### src/rtl/core/rmsn_pkg.sv
`default_nettype none
// ----------------------------------------------------------------------------
// rmsn_pkg
// Shared widths, constants, controller states and control/status bundles
// for the RMS normalizer.
// ----------------------------------------------------------------------------
package rmsn_pkg;

    localparam int DATA_W      = 16;
    localparam int EPS_W       = 16;
    localparam int SQ_W        = 31;
    localparam int SUM_W       = 43;
    localparam int MEAN_W      = 44;
    localparam int ROOT_W      = 22;
    localparam int SCALE_W     = 25;
    localparam int QUO_W       = 43;
    localparam int PROD1_W     = 42;
    localparam int PROD2_W     = 46;
    localparam int FRAC_W      = 12;
    localparam int RES_W       = PROD2_W - FRAC_W;
    localparam int DIV_CNT_W   = $clog2(QUO_W);
    localparam int SQRT_CNT_W  = $clog2(MEAN_W / 2);

    localparam logic [SUM_W-1:0]   SUM_MAX   = {SUM_W{1'b1}};
    localparam logic [SCALE_W-1:0] SCALE_ONE = SCALE_W'(4096);
    localparam logic [SCALE_W-1:0] SCALE_SAT = SCALE_W'(1) << 24;
    localparam logic [EPS_W-1:0]   EPS_RESET = EPS_W'(168);

    typedef enum logic [2:0] {
        ST_IDLE,
        ST_ACC,
        ST_MEAN_START,
        ST_DIV_MEAN,
        ST_SQRT,
        ST_DIV_REC,
        ST_MUL2,
        ST_OUT
    } rmsn_state_t;

    typedef struct packed {
        logic load_in;
        logic acc_add;
        logic mean_start;
        logic sqrt_start;
        logic rec_start;
        logic scale_load;
        logic mul2;
        logic out_load;
    } rmsn_cmd_t;

    typedef struct packed {
        logic last;
        logic div_busy;
        logic sqrt_busy;
    } rmsn_status_t;

endpackage
`default_nettype wire

### src/rtl/core/rmsn_div.sv
`default_nettype none
// ----------------------------------------------------------------------------
// rmsn_div
// Restoring divider, one quotient bit per cycle.
// ----------------------------------------------------------------------------
module rmsn_div
    import rmsn_pkg::*;
(
    input  wire logic              clk,
    input  wire logic              rst_n,
    input  wire logic              start,
    input  wire logic [QUO_W-1:0]  dividend,
    input  wire logic [ROOT_W-1:0] divisor,
    output logic                   busy,
    output logic [QUO_W-1:0]       quotient
);

    logic                  busy_reg, busy_next;
    logic [DIV_CNT_W-1:0]  cnt_reg, cnt_next;
    logic [QUO_W-1:0]      quo_reg, quo_next;
    logic [ROOT_W-1:0]     rem_reg, rem_next;
    logic [ROOT_W-1:0]     dsr_reg, dsr_next;
    logic [ROOT_W:0]       trial;
    logic [ROOT_W:0]       diff;

    always_comb
    begin
        trial     = {rem_reg, quo_reg[QUO_W-1]};
        diff      = trial - {1'b0, dsr_reg};
        busy_next = busy_reg;
        cnt_next  = cnt_reg;
        quo_next  = quo_reg;
        rem_next  = rem_reg;
        dsr_next  = dsr_reg;
        if (start)
        begin
            busy_next = 1'b1;
            cnt_next  = DIV_CNT_W'(QUO_W - 1);
            quo_next  = dividend;
            rem_next  = '0;
            dsr_next  = divisor;
        end
        else if (busy_reg)
        begin
            if (trial >= {1'b0, dsr_reg})
            begin
                rem_next = diff[ROOT_W-1:0];
                quo_next = {quo_reg[QUO_W-2:0], 1'b1};
            end
            else
            begin
                rem_next = trial[ROOT_W-1:0];
                quo_next = {quo_reg[QUO_W-2:0], 1'b0};
            end
            if (cnt_reg == '0)
            begin
                busy_next = 1'b0;
            end
            else
            begin
                cnt_next = cnt_reg - 1'b1;
            end
        end
    end

    always_ff @(posedge clk or negedge rst_n)
    begin
        if (!rst_n)
        begin
            busy_reg <= 1'b0;
            cnt_reg  <= '0;
        end
        else
        begin
            busy_reg <= busy_next;
            cnt_reg  <= cnt_next;
        end
    end

    always_ff @(posedge clk)
    begin
        quo_reg <= quo_next;
        rem_reg <= rem_next;
        dsr_reg <= dsr_next;
    end

    assign busy     = busy_reg;
    assign quotient = quo_reg;

endmodule
`default_nettype wire

### src/rtl/core/rmsn_sqrt.sv
`default_nettype none
// ----------------------------------------------------------------------------
// rmsn_sqrt
// Digit-by-digit integer square root, two radicand bits per cycle.
// ----------------------------------------------------------------------------
module rmsn_sqrt
    import rmsn_pkg::*;
(
    input  wire logic              clk,
    input  wire logic              rst_n,
    input  wire logic              start,
    input  wire logic [MEAN_W-1:0] radicand,
    output logic                   busy,
    output logic [ROOT_W-1:0]      root
);

    localparam int REM_W = ROOT_W + 2;

    logic                   busy_reg, busy_next;
    logic [SQRT_CNT_W-1:0]  cnt_reg, cnt_next;
    logic [MEAN_W-1:0]      n_reg, n_next;
    logic [REM_W-1:0]       rem_reg, rem_next;
    logic [ROOT_W-1:0]      root_reg, root_next;
    logic [REM_W+1:0]       rem_sh;
    logic [REM_W+1:0]       trial;
    logic [REM_W+1:0]       diff;

    always_comb
    begin
        rem_sh    = {rem_reg, n_reg[MEAN_W-1 -: 2]};
        trial     = (REM_W + 2)'({root_reg, 2'b01});
        diff      = rem_sh - trial;
        busy_next = busy_reg;
        cnt_next  = cnt_reg;
        n_next    = n_reg;
        rem_next  = rem_reg;
        root_next = root_reg;
        if (start)
        begin
            busy_next = 1'b1;
            cnt_next  = SQRT_CNT_W'(ROOT_W - 1);
            n_next    = radicand;
            rem_next  = '0;
            root_next = '0;
        end
        else if (busy_reg)
        begin
            n_next = {n_reg[MEAN_W-3:0], 2'b00};
            if (rem_sh >= trial)
            begin
                rem_next  = diff[REM_W-1:0];
                root_next = {root_reg[ROOT_W-2:0], 1'b1};
            end
            else
            begin
                rem_next  = rem_sh[REM_W-1:0];
                root_next = {root_reg[ROOT_W-2:0], 1'b0};
            end
            if (cnt_reg == '0)
            begin
                busy_next = 1'b0;
            end
            else
            begin
                cnt_next = cnt_reg - 1'b1;
            end
        end
    end

    always_ff @(posedge clk or negedge rst_n)
    begin
        if (!rst_n)
        begin
            busy_reg <= 1'b0;
            cnt_reg  <= '0;
        end
        else
        begin
            busy_reg <= busy_next;
            cnt_reg  <= cnt_next;
        end
    end

    always_ff @(posedge clk)
    begin
        n_reg    <= n_next;
        rem_reg  <= rem_next;
        root_reg <= root_next;
    end

    assign busy = busy_reg;
    assign root = root_reg;

endmodule
`default_nettype wire

### src/rtl/core/rmsn_dp.sv
`default_nettype none
// ----------------------------------------------------------------------------
// rmsn_dp
// Datapath: square accumulation, mean/root/reciprocal chain through the
// shared divider and square root unit, and the two-multiply normalize path.
// ----------------------------------------------------------------------------
module rmsn_dp
    import rmsn_pkg::*;
#(
    parameter int MAX_LEN = 4096
)
(
    input  wire logic                     clk,
    input  wire logic                     rst_n,
    input  wire logic                     cfg_wr_en,
    input  wire logic [EPS_W-1:0]         cfg_wr_data,
    input  wire logic signed [DATA_W-1:0] sample,
    input  wire logic signed [DATA_W-1:0] weight,
    input  wire logic                     last,
    input  wire rmsn_cmd_t                cmd,
    output rmsn_status_t                  status,
    output logic signed [DATA_W-1:0]      normalized,
    output logic                          saturated
);

    localparam int CNT_W = $clog2(MAX_LEN + 1);

    logic [EPS_W-1:0]           eps_reg;
    logic [SUM_W-1:0]           sum_reg, sum_next;
    logic [CNT_W-1:0]           count_reg, count_next;
    logic [SCALE_W-1:0]         scale_reg, scale_next;
    logic [SQ_W-1:0]            sq_reg;
    logic signed [DATA_W-1:0]   weight_reg;
    logic                       last_reg;
    logic signed [PROD1_W-1:0]  prod1_reg;
    logic signed [PROD2_W-1:0]  prod2_reg;
    logic signed [DATA_W-1:0]   norm_reg;
    logic                       sat_reg;

    logic signed [2*DATA_W-1:0] sq_full;
    logic signed [PROD1_W-1:0]  prod1_next;
    logic signed [PROD2_W-1:0]  prod2_next;
    logic signed [RES_W-1:0]    res;
    logic                       pos_ovf;
    logic                       neg_ovf;
    logic [SUM_W:0]             sum_add;

    logic                       div_start;
    logic [QUO_W-1:0]           div_dividend;
    logic [ROOT_W-1:0]          div_divisor;
    logic                       div_busy;
    logic [QUO_W-1:0]           quotient;
    logic [MEAN_W-1:0]          mean;
    logic                       sqrt_busy;
    logic [ROOT_W-1:0]          root;

    assign sq_full    = sample * sample;
    assign prod1_next = $signed({1'b0, scale_reg}) * sample;
    assign prod2_next = weight_reg * $signed(prod1_reg[PROD1_W-1:FRAC_W]);
    assign res        = $signed(prod2_reg[PROD2_W-1:FRAC_W]);
    assign pos_ovf    = !res[RES_W-1] && (|res[RES_W-2:DATA_W-1]);
    assign neg_ovf    = res[RES_W-1] && !(&res[RES_W-2:DATA_W-1]);
    assign sum_add    = {1'b0, sum_reg} + (SUM_W + 1)'(sq_reg);

    always_comb
    begin
        sum_next   = sum_reg;
        count_next = count_reg;
        if (cmd.acc_add && (count_reg < CNT_W'(MAX_LEN)))
        begin
            sum_next   = sum_add[SUM_W] ? SUM_MAX : sum_add[SUM_W-1:0];
            count_next = count_reg + 1'b1;
        end
        else if (cmd.mean_start)
        begin
            sum_next   = '0;
            count_next = '0;
        end
    end

    always_comb
    begin
        scale_next = scale_reg;
        if (cmd.scale_load)
        begin
            scale_next = (root == '0) ? SCALE_SAT : quotient[SCALE_W-1:0];
        end
    end

    // divider is shared: mean of squares, then reciprocal of the root
    always_comb
    begin
        div_start    = cmd.mean_start || cmd.rec_start;
        div_dividend = sum_reg;
        div_divisor  = (count_reg == '0) ? ROOT_W'(1) : ROOT_W'(count_reg);
        if (cmd.rec_start)
        begin
            div_dividend = QUO_W'(SCALE_SAT);
            div_divisor  = root;
        end
    end

    assign mean = MEAN_W'(quotient) + MEAN_W'(eps_reg);

    rmsn_div u_div (
        .clk      (clk),
        .rst_n    (rst_n),
        .start    (div_start),
        .dividend (div_dividend),
        .divisor  (div_divisor),
        .busy     (div_busy),
        .quotient (quotient)
    );

    rmsn_sqrt u_sqrt (
        .clk      (clk),
        .rst_n    (rst_n),
        .start    (cmd.sqrt_start),
        .radicand (mean),
        .busy     (sqrt_busy),
        .root     (root)
    );

    always_ff @(posedge clk or negedge rst_n)
    begin
        if (!rst_n)
        begin
            eps_reg   <= EPS_RESET;
            sum_reg   <= '0;
            count_reg <= '0;
            scale_reg <= SCALE_ONE;
        end
        else
        begin
            if (cfg_wr_en)
            begin
                eps_reg <= cfg_wr_data;
            end
            sum_reg   <= sum_next;
            count_reg <= count_next;
            scale_reg <= scale_next;
        end
    end

    always_ff @(posedge clk)
    begin
        if (cmd.load_in)
        begin
            sq_reg     <= sq_full[SQ_W-1:0];
            prod1_reg  <= prod1_next;
            weight_reg <= weight;
            last_reg   <= last;
        end
        if (cmd.mul2)
        begin
            prod2_reg <= prod2_next;
        end
        if (cmd.out_load)
        begin
            sat_reg <= pos_ovf || neg_ovf;
            if (pos_ovf)
            begin
                norm_reg <= {1'b0, {(DATA_W-1){1'b1}}};
            end
            else if (neg_ovf)
            begin
                norm_reg <= {1'b1, {(DATA_W-1){1'b0}}};
            end
            else
            begin
                norm_reg <= res[DATA_W-1:0];
            end
        end
    end

    assign status.last      = last_reg;
    assign status.div_busy  = div_busy;
    assign status.sqrt_busy = sqrt_busy;
    assign normalized       = norm_reg;
    assign saturated        = sat_reg;

    assert property (@(posedge clk) disable iff (!rst_n)
        count_reg <= CNT_W'(MAX_LEN))
        else $error("element count beyond MAX_LEN");

endmodule
`default_nettype wire

### src/rtl/core/rmsn_ctrl.sv
`default_nettype none
// ----------------------------------------------------------------------------
// rmsn_ctrl
// Controller: input/output handshake and sequencing of the accumulate,
// vector close and normalize steps.
// ----------------------------------------------------------------------------
module rmsn_ctrl
    import rmsn_pkg::*;
(
    input  wire logic         clk,
    input  wire logic         rst_n,
    input  wire logic         in_valid,
    input  wire logic         action,
    input  wire logic         out_stall,
    input  wire rmsn_status_t status,
    output logic              in_stall,
    output logic              out_valid,
    output rmsn_cmd_t         cmd
);

    rmsn_state_t state_reg, state_next;
    logic        out_valid_reg, out_valid_next;
    logic        out_free;

    assign out_free = !out_valid_reg || !out_stall;

    always_comb
    begin
        state_next = state_reg;
        case (state_reg)
            ST_IDLE:
            begin
                if (in_valid)
                begin
                    state_next = action ? ST_MUL2 : ST_ACC;
                end
            end
            ST_ACC:
            begin
                state_next = status.last ? ST_MEAN_START : ST_IDLE;
            end
            ST_MEAN_START:
            begin
                state_next = ST_DIV_MEAN;
            end
            ST_DIV_MEAN:
            begin
                if (!status.div_busy)
                begin
                    state_next = ST_SQRT;
                end
            end
            ST_SQRT:
            begin
                if (!status.sqrt_busy)
                begin
                    state_next = ST_DIV_REC;
                end
            end
            ST_DIV_REC:
            begin
                if (!status.div_busy)
                begin
                    state_next = ST_IDLE;
                end
            end
            ST_MUL2:
            begin
                state_next = ST_OUT;
            end
            ST_OUT:
            begin
                if (out_free)
                begin
                    state_next = ST_IDLE;
                end
            end
            default:
            begin
                state_next = ST_IDLE;
            end
        endcase
    end

    always_comb
    begin
        cmd            = '0;
        in_stall       = 1'b1;
        out_valid_next = out_valid_reg && out_stall;
        case (state_reg)
            ST_IDLE:
            begin
                in_stall    = 1'b0;
                cmd.load_in = in_valid;
            end
            ST_ACC:
            begin
                cmd.acc_add = 1'b1;
            end
            ST_MEAN_START:
            begin
                cmd.mean_start = 1'b1;
            end
            ST_DIV_MEAN:
            begin
                cmd.sqrt_start = !status.div_busy;
            end
            ST_SQRT:
            begin
                cmd.rec_start = !status.sqrt_busy;
            end
            ST_DIV_REC:
            begin
                cmd.scale_load = !status.div_busy;
            end
            ST_MUL2:
            begin
                cmd.mul2 = 1'b1;
            end
            ST_OUT:
            begin
                if (out_free)
                begin
                    cmd.out_load   = 1'b1;
                    out_valid_next = 1'b1;
                end
            end
            default:
            begin
                cmd = '0;
            end
        endcase
    end

    always_ff @(posedge clk or negedge rst_n)
    begin
        if (!rst_n)
        begin
            state_reg     <= ST_IDLE;
            out_valid_reg <= 1'b0;
        end
        else
        begin
            state_reg     <= state_next;
            out_valid_reg <= out_valid_next;
        end
    end

    assign out_valid = out_valid_reg;

    assert property (@(posedge clk) disable iff (!rst_n)
        (cmd.mean_start || cmd.rec_start) |-> !status.div_busy)
        else $error("divider restarted while busy");

    assert property (@(posedge clk) disable iff (!rst_n)
        cmd.out_load |-> (!out_valid_reg || !out_stall))
        else $error("pending result overwritten");

    assert property (@(posedge clk) disable iff (!rst_n)
        cmd.sqrt_start |=> status.sqrt_busy)
        else $error("square root did not start");

endmodule
`default_nettype wire

### src/rtl/core/rms_normalizer.sv
// Accumulate item: accept, then add its square to the sum. Normalize item:
// accept, second multiply, saturate to the output register; that last step
// waits while the output stalls. Item marked last: before the next item is
// taken, the shared bit-serial divider forms the mean, the 22-step square root
// runs, then the divider forms the reciprocal. Each item is done before the next.
// Reset: sum and count cleared, scale 4096 (unity), epsilon 168, output empty.
`default_nettype none
// ----------------------------------------------------------------------------
// rms_normalizer
// Two-pass RMS normalization: accumulate squares, close the vector into an
// inverse-root scale, then scale and weight each sample.
// ----------------------------------------------------------------------------
module rms_normalizer
    import rmsn_pkg::*;
#(
    parameter int MAX_LEN = 4096
)
(
    input  wire logic                     clk,
    input  wire logic                     rst_n,
    input  wire logic                     cfg_wr_en,
    input  wire logic [EPS_W-1:0]         cfg_wr_data,
    input  wire logic                     in_valid,
    output logic                          in_stall,
    input  wire logic                     action,
    input  wire logic signed [DATA_W-1:0] sample,
    input  wire logic signed [DATA_W-1:0] weight,
    input  wire logic                     last,
    output logic                          out_valid,
    input  wire logic                     out_stall,
    output logic signed [DATA_W-1:0]      normalized,
    output logic                          saturated
);

    rmsn_cmd_t    cmd;
    rmsn_status_t status;

    rmsn_ctrl u_ctrl (
        .clk       (clk),
        .rst_n     (rst_n),
        .in_valid  (in_valid),
        .action    (action),
        .out_stall (out_stall),
        .status    (status),
        .in_stall  (in_stall),
        .out_valid (out_valid),
        .cmd       (cmd)
    );

    rmsn_dp #(
        .MAX_LEN (MAX_LEN)
    ) u_dp (
        .clk         (clk),
        .rst_n       (rst_n),
        .cfg_wr_en   (cfg_wr_en),
        .cfg_wr_data (cfg_wr_data),
        .sample      (sample),
        .weight      (weight),
        .last        (last),
        .cmd         (cmd),
        .status      (status),
        .normalized  (normalized),
        .saturated   (saturated)
    );

endmodule
`default_nettype wire

### config.mk
export PLATFORM = sky130hd
export DESIGN_NAME = rms_normalizer
export DESIGN_NICKNAME = d
export VERILOG_FILES = /design/src/rtl/core/rmsn_pkg.sv /design/src/rtl/core/rmsn_div.sv /design/src/rtl/core/rmsn_sqrt.sv /design/src/rtl/core/rmsn_dp.sv /design/src/rtl/core/rmsn_ctrl.sv /design/src/rtl/core/rms_normalizer.sv
export SDC_FILE = /design/constraint.sdc
export NUM_CORES = 2
export LEC_CHECK = 0
export ABC_AREA = 1
export ABC_CLOCK_PERIOD_IN_PS = 7050
export BUFFER_PORTS_ARGS = -buffer_cell sky130_fd_sc_hd__buf_4
export CAP_MARGIN = 20
export CORE_MARGIN = 2
export CORE_UTILIZATION = 48
export CTS_BUF_LIST = sky130_fd_sc_hd__clkbuf_8 sky130_fd_sc_hd__clkbuf_16
export DETAILED_ROUTE_END_ITERATION = 16
export SETUP_SLACK_MARGIN = 0.05
export SYNTH_ARGS = -nofsm -noshare
export SYNTH_HDL_FRONTEND = slang
export SYNTH_SLANG_ARGS = --single-unit
### constraint.sdc
create_clock -name clk -period 7.05 [get_ports clk]
set_input_delay 0.3525 -clock clk [delete_from_list [all_inputs] [get_ports clk]]
set_output_delay 0.3525 -clock clk [all_outputs]
set_load 0.005 [all_outputs]
# --- Yosys cells after proc, flatten, opt, wreduce, memory -nomap -nowiden ---
# Cells that the tools add are included.
word_totals:
  ff_bits: 444
  input_bits: 55
  out_inout_bits: 19
  wordCells: 126
classes:
  addsub: 7
  multipliers: 3
  order_cmp: 3
  n_eq_ne: 14
  mux: 50
  reduce_logical: 26
op_table:
  columns: ["op", "count"]
  rows:
  - ["43-bit two-way mux", 6]
  - ["44-bit two-way mux", 2]
  - ["16-bit by 30-bit multiplier with 46-bit output", 1]
  - ["43-bit by 16-bit adder with 44-bit output", 1]
  - ["43-bit by 31-bit adder with 44-bit output", 1]
  - ["22-bit two-way mux", 2]
  - ["26-bit by 16-bit multiplier with 42-bit output", 1]
  - ["13-bit two-way mux", 3]
  - ["16-bit by 16-bit multiplier with 31-bit output", 1]
  - ["26-bit by 24-bit greater-or-equal comparator with 1-bit output", 1]
  - ["25-bit two-way mux", 1]
  - ["24-bit two-way mux", 1]
  - ["3-bit one-hot mux with 8 select lines", 1]
  - ["24-bit subtractor", 1]
  - ["23-bit by 22-bit greater-or-equal comparator with 1-bit output", 1]
  - ["22-bit zero test", 1]
  - ["22-bit subtractor", 1]
  - ["1-bit two-way mux", 20]
  - ["3-bit two-way mux", 6]
  - ["6-bit two-way mux", 3]
  - ["18-bit AND reduction", 1]
  - ["18-bit OR reduction", 1]
  - ["16-bit two-way mux", 1]
  - ["5-bit two-way mux", 3]
  - ["other kinds (20)", 42]

# --- Logic depth before layout (Yosys ltp) ---
depth:
  ltp_word: 5
  ltp_mapped: 29
  ltp_nobuf: 27

# --- Modules after synthesis ---
# From an unflattened synthesis, not the netlist that was laid out.
unflattened:
  cells_unflattened: 8794
  hier_area_um2: 66053.4
by_module_without_submodules:
  columns: ["mod", "instances", "cells_per_inst", "area_per_inst_um2", "seq_area_each_um2"]
  rows:
  - ["rmsn_dp", 1, 7188, 54330.9, 6276.0]
  - ["rmsn_div", 1, 763, 5723.0, 2567.5]
  - ["rmsn_sqrt", 1, 783, 5621.6, 2392.3]
  - ["rmsn_ctrl", 1, 60, 377.9, 100.1]

# --- Least setup slack after synthesis ---
# Ideal clock, no wire load.
synth_timing:
  path_type: "register to register"
  start: "register u_dp.prod1_reg[41]"
  end: "register u_dp.prod2_reg[45] (data pin)"
  setup_time_ns: 0.253
  t_arrival_ns: 5.592
  required_ns: 6.797
  slack_ns: 1.205
  path_stages_with_launch: 24
  path_buffers: 1
  synth_period_minus_slack_ns: 5.845
  path_cell_list: "edfxtp_1 > clkbuf_1 > nand2_1 > fa_1 > inv_1 > fa_1 > inv_1 > fa_1 > inv_1 > fa_1 > fa_1 > inv_1 > fa_1 > inv_1 > ha_1 > inv_1 > nor2_1 > nor2_1 > nor2_1 > nor3_1 > nand2_1 > nand3b_1 > nand2_1 > nand2_1"
synth_via:
  elab_chain_len: 1
synth_rtl:
  columns: ["element", "line_no", "text"]
  rows:
  - ["start: declaration", "rmsn_dp.sv:35", "logic signed [PROD1_W-1:0] prod1_reg;"]
  - ["start signal: assignment", "rmsn_dp.sv:150", "prod1_reg <= prod1_next;"]
  - ["16-bit by 30-bit multiplier with 46-bit output", "rmsn_dp.sv:59", "assign prod2_next = weight_reg * $signed(prod1_reg[PROD1_W-1:FRAC_W]);"]
  - ["via u_dp.prod2_next[45]", "rmsn_dp.sv:42", "logic signed [PROD2_W-1:0] prod2_next;"]
  - ["end signal: assignment", "rmsn_dp.sv:156", "prod2_reg <= prod2_next;"]
  - ["end: declaration", "rmsn_dp.sv:36", "logic signed [PROD2_W-1:0] prod2_reg;"]
# The timed path passes the listed nets, and every way through them passes these cells.
# A chain may end at the register's enable or synchronous reset.

# --- Worst setup path in the final report ---
layout_timing:
  start: "register u_dp.weight_reg[3]"
  end: "register u_dp.prod2_reg[29] (data pin)"
layout_via:
  elab_chain_len: 1
layout_rtl:
  columns: ["element", "line_no", "text"]
  rows:
  - ["start: declaration", "rmsn_dp.sv:33", "logic signed [DATA_W-1:0] weight_reg;"]
  - ["start signal: assignment", "rmsn_dp.sv:151", "weight_reg <= weight;"]
  - ["16-bit by 30-bit multiplier with 46-bit output", "rmsn_dp.sv:59", null]
  - ["via u_dp.prod2_next[29]", "rmsn_dp.sv:42", null]
# The timed path passes the listed nets, and every way through them passes these cells.

==> metrics.cfg <==
[cells_and_area]
nFillCells = 13322
drive_above_1_share = 0.0400
fin_util = 0.516
final_nets = 10027
final_cells = 10362
largest_reg_flops = 44
final_cell_mix = 2364 x nand2_1, 2231 x inv_1, 1012 x fa_1, 484 x nor2_1, 424 x ha_1
area_delta_synth_final_pct = 6.94
regArea_um2 = 11300
multiInputGateArea_um2 = 44200
mostFrequentLayoutCell = nand2_1

[logic_synthesis]
ys_ff_latch = 419
yosys.area.top_type_share = 0.311
syn_nets = 10070
synth.area.top_cells = fa_1 31%, nand2_1 14%, inv_1 13%
syn-cell-area_um2 = 65100
synth_cell_type_count = 51
ys_seq_area_frac = 0.174
synthFlopType = edfxtp_1
synth.avg_cell_area_um2 = 7.59
syn-instance-count = 8579
ys_warn_count = 0
synthArstFlopShare = 0.272
synth.largest_area_cell = fa_1
synth_edf_count = 237

[clocking]
numCtsBuffers = 52
hold_buffers = 34
ctsLongestPathBuffers = 3
post_cts_resized = 0
cts_max_level = 2
clk_pin_slew_ps = 60
cts.sinks = 419
post-cts-setup-buffers = 0
clk_latency_ps = 660
cts-root-buf = clkbuf_16
cts_tree = yes

[grt]
grt_usage = 0.281
antenna_found_initial = 1
grt-ovfl-total = 0
grt_pass1_vias = 55906
grt_start_max_net_pins = 65
grt_pass1_wl_um = 304000

[die]
die_w_um = 372
num_io_pins = 74
core_um2 = 135000
start_util = 0.482
num_rows = 135
die-area_um2 = 139000
die_h_um = 372

[setup_path]
endpoint_kind = flip-flop
required_ps = 7440
crit_path_start_kind = flip-flop
reg2regPathDepth = 22
worstPathMaxFanout = 19
crit_arrival_ps = 6990
critical_path_class = reg2reg

[placed_design]
place_hpwl_um = 153000
place_congestion = 0.932
dp_cells = 10228
post-place-ws_ps = 467
io_buffers = 73

[worst_hold_path]
hold_path_class = in2reg
min_path_cells = 3

[routing]
first_pass_iters = 5
drt_iter0_drc = 3740
postRouteAntennaNets = 0
vias = 52965
wl_per_cell_um = 18.2
drc = 0
wirelength_um = 188000
via_per_inst = 5.11

[timing]
fin_skew_ps = 19.7
hold_viol = 0
fmax_mhz = 152
tightestPinTransition_ps = 1050
rsz0062_at_grt = no
setup_violations = 0
drv_slew = 0
relSlewSlack = 0.298
fin_tns_setup_ps = 0
fin_crit_ps = 6590
fin_ws_ps = 458
fin_crit_sh = 0.935

[outcome]
status = completed

[run]
maxCapViolations = 0

cells by family after synthesis:
logic type,Yosys count,synth area share
DFF,419,0.174
and+or+nand+nor,3396,0.211
adders and majority gates,1436,0.393
AOI/OAI and AO/OA,643,0.0546
xor gates and xnor gates,132,0.0178
buffers and inverters,2538,0.147
muxes,15,0.00260
cell usage after synthesis, types with 9 or more instances:
cell type / count
ha_1: 424
o21a_1: 14
inv_1: 2227
a21oi_1: 241
nor3_1: 60
or2_2: 21
o21ai_1: 42
dfrtp_1: 110
buf_2: 19
a31oi_1: 20
nor4_1: 16
inv_2: 20
nand3_1: 315
mux2_2: 15
xnor2_1: 58
fa_1: 1012
xor2_1: 74
a22o_1: 11
clkbuf_1: 260
o21bai_1: 22
o22ai_1: 36
a21o_1: 24
o21ai_0: 208
nand4_1: 82
edfxtp_1: 237
nand3b_1: 10
nor2_1: 489
o211ai_1: 9
nand2_1: 2365
dfxtp_1: 68
cell type report:
type | count | area share
clock inverter | 43 | 0.00640
antenna | 1 | 0.0000360
timing repair buffer | 194 | 0.0230
sequential | 419 | 0.163
multi-input combinational | 5622 | 0.635
clock buffer | 55 | 0.0195
tap | 1781 | 0.0320
inverter | 2247 | 0.121
through the flow:
stage	area, µm²	hold slack [ps]
2_1_floorplan	65100	56.9
3_3_place_gp	67400	443
3_5_place_dp	67400	459
4_1_cts	69600	52.2
5_1_grt	69600	121
6_report	69600	87.5
worst max-delay path, cell delays in order, from the launching register on:
cell      delay [ps]
edfxtp_1         970
buf_4            260
nand2_1           70
fa_1             500
inv_1             60
fa_1             520
inv_1             50
fa_1             500
inv_1             60
fa_1             480
fa_1             490
inv_1             50
fa_1             470
inv_1             50
ha_1             420
nand2_1          140
nor2_1           220
inv_1            130
nor2_1           120
inv_1             60
o21ai_0          390
a21oi_1          120
xnor2_1          180
worst paths after layout:
kind / endpoint / slack, ps / start
min in group asynchronous: u_dp.eps_reg[13] / 370 / rst_n
setup reg to reg: u_dp.prod2_reg[29] / 460 / u_dp.weight_reg[3]
hold / removal: u_dp.eps_reg[1] / 90 / cfg_wr_data[1]
setup / recovery: u_dp.prod2_reg[29] / 460 / u_dp.weight_reg[3]
hold reg to reg: u_dp.u_sqrt.rem_reg[23] / 460 / u_dp.u_sqrt.rem_reg[23]
max in group asynchronous: u_dp.sum_reg[14] / 5320 / rst_n
routing by layer:
metal | part of all wire | global-route usage | up-vias | routed length (µm)
li1 | - | - | 25331 | -
met1 | 0.43 | 0.367 | 25979 | 81200
met2 | 0.48 | 0.486 | 1319 | 91100
met3 | 0.049 | 0.0316 | 336 | 9230
met4 | 0.037 | 0.0937 | 0 | 6930
met5 | 0 | 0 | - | 0
Power is left out: the tool's default activity adds up to more than one toggle a clock period on the data nets, which glitch-free logic cannot reach.
